### src/mttd_pkg.sv
// Package for the multichannel Telnet terminal device.
// Transaction payload types, operation and register codes, Telnet filter.
// No dependencies.
`timescale 1ns / 1ps
`default_nettype none
package mttd_pkg;

  typedef struct packed {
    logic [2:0]  op;
    logic [1:0]  port;
    logic [31:0] write_data;
    logic [2:0]  channel;
    logic [7:0]  net_byte;
  } in_item_t;

  typedef struct packed {
    logic [31:0] read_data;
    logic [7:0]  wire_byte;
    logic        wire_valid;
    logic        byte_kept;
    logic        byte_tossed;
    logic [2:0]  new_channel;
    logic        connect_ok;
    logic        irq;
    logic        last;
  } out_item_t;

  localparam logic [2:0] OP_BUS_RD  = 3'd0;
  localparam logic [2:0] OP_BUS_WR  = 3'd1;
  localparam logic [2:0] OP_NET_IN  = 3'd2;
  localparam logic [2:0] OP_TX_SLOT = 3'd3;
  localparam logic [2:0] OP_CONNECT = 3'd4;
  localparam logic [2:0] OP_DISCON  = 3'd5;
  localparam logic [2:0] OP_TICK    = 3'd6;

  localparam logic [1:0] PORT_CONN   = 2'd0;
  localparam logic [1:0] PORT_SELECT = 2'd1;
  localparam logic [1:0] PORT_DATA   = 2'd2;
  localparam logic [1:0] PORT_CSR    = 2'd3;

  localparam logic [1:0] CSR_RX_LEVEL = 2'd0;
  localparam logic [1:0] CSR_TX_FREE  = 2'd1;
  localparam logic [1:0] CSR_RX_THR   = 2'd2;
  localparam logic [1:0] CSR_TX_THR   = 2'd3;

  localparam logic [7:0] B_CR   = 8'h0D;
  localparam logic [7:0] B_LF   = 8'h0A;
  localparam logic [7:0] B_NUL  = 8'h00;
  localparam logic [7:0] B_IAC  = 8'hFF;
  localparam logic [7:0] B_SB   = 8'hFA;
  localparam logic [7:0] B_WILL = 8'hFB;
  localparam logic [7:0] B_DONT = 8'hFE;
  localparam logic [7:0] B_SE   = 8'hF0;

  localparam logic [31:0] RD_EMPTY = 32'h8000_0000;
  localparam logic [3:0]  ACTIVE_RESET = 4'd8;

  typedef enum logic [2:0] {
    F_START, F_CR, F_IAC, F_CMD, F_SUB1, F_SUB2
  } filt_t;

  typedef struct packed {
    logic  keep;
    filt_t nxt;
  } filt_res_t;

  typedef enum logic [2:0] {
    S_IDLE, S_EXEC, S_POP, S_SCAN, S_OUT1, S_OUT2
  } state_t;

  typedef struct packed {
    logic capture;
    logic exec;
    logic pop;
    logic scan;
    logic second;
  } cmd_t;

  typedef struct packed {
    logic tick;
    logic pop_needed;
    logic scan_last;
    logic two;
  } status_t;

  function automatic filt_res_t telnet_filter(filt_t s, logic [7:0] b);
    filt_res_t r;
    filt_t     cs;
    r.keep = 1'b0;
    r.nxt  = F_START;
    cs     = (s == F_CR) ? F_START : s;
    if (!(s == F_CR && b == B_NUL)) begin
      case (cs)
        F_START: begin
          if (b == B_CR) begin
            r.keep = 1'b1;
            r.nxt  = F_CR;
          end else if (b == B_IAC) begin
            r.nxt = F_IAC;
          end else begin
            r.keep = 1'b1;
          end
        end
        F_IAC: begin
          if (b == B_IAC) r.keep = 1'b1;
          else if (b == B_SB) r.nxt = F_SUB1;
          else if (b >= B_WILL && b <= B_DONT) r.nxt = F_CMD;
        end
        F_SUB1: r.nxt = (b == B_IAC) ? F_SUB2 : F_SUB1;
        F_SUB2: r.nxt = (b == B_SE) ? F_START : F_SUB1;
        default: r.nxt = F_START;
      endcase
    end
    return r;
  endfunction

endpackage
`default_nettype wire

### src/mttd_ctrl.sv
// Controller state machine of the terminal device.
// Sequences capture, execute, FIFO pop, tick scan and result output.
// Depends on mttd_pkg.
`timescale 1ns / 1ps
`default_nettype none
module mttd_ctrl (
  input  wire logic            clk,
  input  wire logic            rst_n,
  input  wire logic            in_valid,
  output logic                 in_stall,
  output logic                 out_valid,
  input  wire logic            out_stall,
  input  wire mttd_pkg::status_t st,
  output mttd_pkg::cmd_t       cmd
);
  import mttd_pkg::*;

  state_t state_r, state_nxt;

  always_ff @(posedge clk) begin
    if (!rst_n) state_r <= S_IDLE;
    else state_r <= state_nxt;
  end

  always_comb begin
    state_nxt = state_r;
    cmd       = '0;
    in_stall  = 1'b1;
    out_valid = 1'b0;
    case (state_r)
      S_IDLE: begin
        in_stall = 1'b0;
        if (in_valid) begin
          cmd.capture = 1'b1;
          state_nxt   = S_EXEC;
        end
      end
      S_EXEC: begin
        cmd.exec = 1'b1;
        if (st.tick) state_nxt = S_SCAN;
        else if (st.pop_needed) state_nxt = S_POP;
        else state_nxt = S_OUT1;
      end
      S_POP: begin
        cmd.pop   = 1'b1;
        state_nxt = S_OUT1;
      end
      S_SCAN: begin
        cmd.scan = 1'b1;
        if (st.scan_last) state_nxt = S_OUT1;
      end
      S_OUT1: begin
        out_valid = 1'b1;
        if (!out_stall) state_nxt = st.two ? S_OUT2 : S_IDLE;
      end
      S_OUT2: begin
        out_valid  = 1'b1;
        cmd.second = 1'b1;
        if (!out_stall) state_nxt = S_IDLE;
      end
      default: state_nxt = S_IDLE;
    endcase
  end

  a_busy_after_accept: assert property (@(posedge clk) disable iff (!rst_n)
    in_valid && !in_stall |=> in_stall)
    else $error("input accepted while busy");

  a_second_follows_first: assert property (@(posedge clk) disable iff (!rst_n)
    state_r == S_OUT2 |-> $past(state_r) == S_OUT1 || $past(state_r) == S_OUT2)
    else $error("second result without first");

  a_tick_scans: assert property (@(posedge clk) disable iff (!rst_n)
    state_r == S_EXEC && st.tick |=> state_r == S_SCAN)
    else $error("tick did not scan");

endmodule
`default_nettype wire

### config.mk
export PLATFORM = sky130hd
export DESIGN_NAME = mttd_ctrl
export DESIGN_NICKNAME = d
export VERILOG_FILES = /design/src/mttd_pkg.sv /design/src/mttd_ctrl.sv
export SDC_FILE = /design/constraint.sdc
export NUM_CORES = 1
export LEC_CHECK = 0
export BUFFER_PORTS_ARGS = -buffer_cell sky130_fd_sc_hd__buf_2
export CELL_PAD_IN_SITES_DETAIL_PLACEMENT = 0
export CELL_PAD_IN_SITES_GLOBAL_PLACEMENT = 2
export CORE_UTILIZATION = 22
export DETAILED_ROUTE_END_ITERATION = 6
export HOLD_SLACK_MARGIN = 0.03
export PLACE_DENSITY = 0.74
export SLEW_MARGIN = 20
export SYNTH_ARGS = -nofsm -noshare
export SYNTH_HDL_FRONTEND = slang
export SYNTH_SLANG_ARGS = --single-unit
### constraint.sdc
create_clock -name clk -period 2.2 [get_ports clk]
set_input_delay 0.11 -clock clk [delete_from_list [all_inputs] [get_ports clk]]
set_output_delay 0.11 -clock clk [all_outputs]
set_load 0.02 [all_outputs]
* Word-level counts from Yosys, hierarchy flattened *
Cells that the tools add are included.

storage, ports and cells
  input bits = 8
  register bits = 3

cells by class
  reductions and logical operators = 3
  multiplexer cells = 16
  equal/unequal tests = 9

operators by type and width
  operator              count
  $mux W3               7
  $pmux W3 S6           1
  $mux W1               8
  $ne A2 B2 Y1 const B  4
  $eq A3 B2 Y1 const B  2
  $eq A3 B3 Y1 const B  2
  $reduce_and A4 Y1     1
  $eq A3 B1 Y1 const B  1
  $logic_not A3 Y1      1
  $reduce_or A2 Y1      1

* Logic depth before layout (Yosys ltp) *
  depth after elaboration = 3
  gate-level depth with buffers = 5
  mapped depth without buffers = 4

* Least setup slack after synthesis *
No wires, ideal clock.

  kind = flip-flop to output port
  start = reg state_r[2]
  end = out cmd[4] (netlist bit)
  required time = 2090 ps
  data arrival time = 1179 ps
  cell stages (with the launch flop) = 4
  path buffers = 1
  setup slack = 911 ps
  cell sequence = dfxtp_1 > buf_4 > or3_4 > nor2_1

RTL lines
  element                 RTL line         RTL
  from (decl)             mttd_ctrl.sv:18  state_t state_r, state_nxt;
  from (signal assigned)  mttd_ctrl.sv:22  else state_r <= state_nxt;
  to (decl)               mttd_ctrl.sv:14  output mttd_pkg::cmd_t cmd

==> results.yml <==
grt:
  grt-ovfl-total: 0
  first_global_vias: 265
  antenna_found_initial: 0
  grt_first_pass_wirelength_mm: 1.14
  groute.usage.overall_pct: 11.4
  grt_max_degree: 14
floorplan:
  dieArea_um2: 1450
  rows: 12
  die_y_um: 38.1
  start_util_pct: 24.8
  core_um2: 1160
  pin_count: 15
  die_w_um: 38.1
setup_path:
  r2r_start: "state_r[2]$_SDFFE_PN0P_"
  endpoint_kind: "primary output"
  criticalPathCategory: "reg2out"
  regToRegSetupSlack_ps: 920
  critPathLaunchType: "flip-flop"
  worst_ep_required_time_ps: 2090
  critPathLaunch: "state_r[2]$_SDFFE_PN0P_"
  crit_arrival_ps: 1320
  worst-path-max-fanout: 12
sta:
  fin_crit_sh_pct: 65.0
  final_max_slew_viol_count: 0
  tightestPinTransition_ps: 378
  final_hold_viol_count: 0
  period_minus_slack_ps: 1430
  setup_viol: 0
  final.setup_skew_ps: 7.58
  rsz0062_at_grt: "false"
  slew_headroom_pct: 74.8
  fmax_mhz: 699
  finalSetupTns_ps: 0
place:
  dpl.hpwl_um: 501
  placedCellCount: 64
  port_buffers: 14
  place_congestion: 0.736
synthesis:
  yosysTopAreaCellShare_pct: 21.0
  yosys-top-cells-count: "nor2b_1 (5), a21oi_1 (4), dfxtp_1 (3), inv_1 (3), nor3_1 (3)"
  synthesis.area_um2: 287
  ys_seq_elements: 3
  seq_area_frac_synth_pct: 21.0
  synthesis.nets: 47
  synth_ff_type: "dfxtp_1"
  synth_top_area_cell: "dfxtp_1"
  async_flop_share_pct: 0
  synthCells: 39
  avgSynthCellArea_um2: 7.35
  synth.distinct_cells: 23
  synthTopCellsByArea: "dfxtp_1 (21%), nor2b_1 (11%), a21oi_1 (7.0%)"
  synth_edf_count: 0
  yosys_warnings: 0
  synth.most_common_cell: "nor2b_1"
finish:
  antennaDiodeCount: 0
  fill_cells: 134
  final_util_pct: 32.6
  reg.largest.list: "state_r (3)"
  top_register: "state_r"
  largest_register_ff_count: 3
  fin_cells: 68
  areaGrowthSynthToFinish_pct: 31.4
  drive_gt1_share_pct: 35.2
  nets: 63
route:
  drt-pass1-iter-count: 4
  drc: 0
  antenna_left: 0
  vias: 314
  post_drt_wl_per_cell_um: 10.4
  wirelength_um: 709
  viasPerCell: 4.62
  drt-initial-drc-count: 8
power_and_ir_drop:
  power_frac_comb_pct: 47.8
  powerDensity_nw_per_um2: 1040
  swShare_pct: 42.3
  netSwitchingPower_uw: 166
  clock_power_share_pct: 25.0
  p_int_uw: 226
  pwr-share-seq_pct: 27.2
  p_leak_nw: 0.190
  ir_drop_mv: 0.319
cts:
  htreeDepth: 1
  cts_hold_buf: 0
  clk_latency_ps: 240
  root_buffer: "clkbuf_4"
  cts.path.max_buffers: 2
  cts-resized-gates: 0
  cts_tree: "yes"
  clkSlewWorstSetupHoldPaths_ps: 40
  cts_setup_buffers: 0
  clkSinkCount: 3
  cts_buffers: 3
job:
  cap_viol_max_count: 0
min_path:
  worst_hold_path_type: "in2reg"
  hold_start: "rst_n"
outcome:
  status: "finished clean"
path summary, 6_finish.rpt:
kind / depth (start not counted) / to
max: 3 / cmd[4]
min reg2reg: 2 / state_r[0]$_SDFFE_PN0P_
max reg2reg: 4 / state_r[1]$_SDFFE_PN0P_
min: 2 / state_r[0]$_SDFFE_PN0P_
layout by cell type (no fill, tap or decap), types with 2 or more instances in the layout:
master and count:
clkbuf_4 3, inv_1 3, o21ai_0 2, and2_1 2
nor2b_1 5, dfxtp_1 3, buf_2 14, nor3_1 3
a21oi_1 4, nor3b_1 2
logic make-up after synthesis:
| family | count (synthesis) | share of synthesized area (%) |
|---|---|---|
| simple gates | 19 | 41.9 |
| compound gates | 11 | 24.9 |
| buf+inv | 6 | 12.2 |
| flops | 3 | 21.0 |
routing by layer:
metal  part of all wire [%]  GRT usage, %  vias to the layer above
met3                    6.3          1.74                        0
met5                      0             0                        -
met2                     44          15.7                       12
met4                      0          8.04                        0
met1                     50          15.8                      134
li1                       -             -                      168
power groups by stage:
stage	combinational [mW]	clock, mW	sequential [mW]
global route	0.206	0.107	0.112
CTS	0.188	0.102	0.107
finish	0.187	0.0979	0.107
detailed placement	0.187	0	0.107
floorplan	0.181	0	0.0756
global placement	0.190	0	0.108
layout make-up:
type / instances / area [µm²] / area share [%]
timing repair buffer: 14 / 70.1 / 18.6
inverter: 3 / 11.3 / 2.99
clock buffer: 4 / 26.3 / 6.98
multi-input combinational: 30 / 191 / 50.8
sequential: 3 / 60.1 / 15.9
tap: 14 / 17.5 / 4.65
per-stage QoR:
stage | hold WS (ps) | cell area, µm² | setup slack, ps | total power [mW]
final | 128 | 377 | 770 | 0.392
after global routing | 133 | 377 | 698 | 0.426
after CTS | 119 | 377 | 764 | 0.397
after detailed placement | 361 | 350 | 927 | 0.294
after global placement | 365 | 350 | 915 | 0.298
after floorplan | 238 | 287 | 911 | 0.256
worst max-delay path: stages, from the launching register on:
cell and delay (ps):
dfxtp_1 400, or3_4 430, nor2_1 80, buf_2 160
Power figures use the tool's default switching activity.
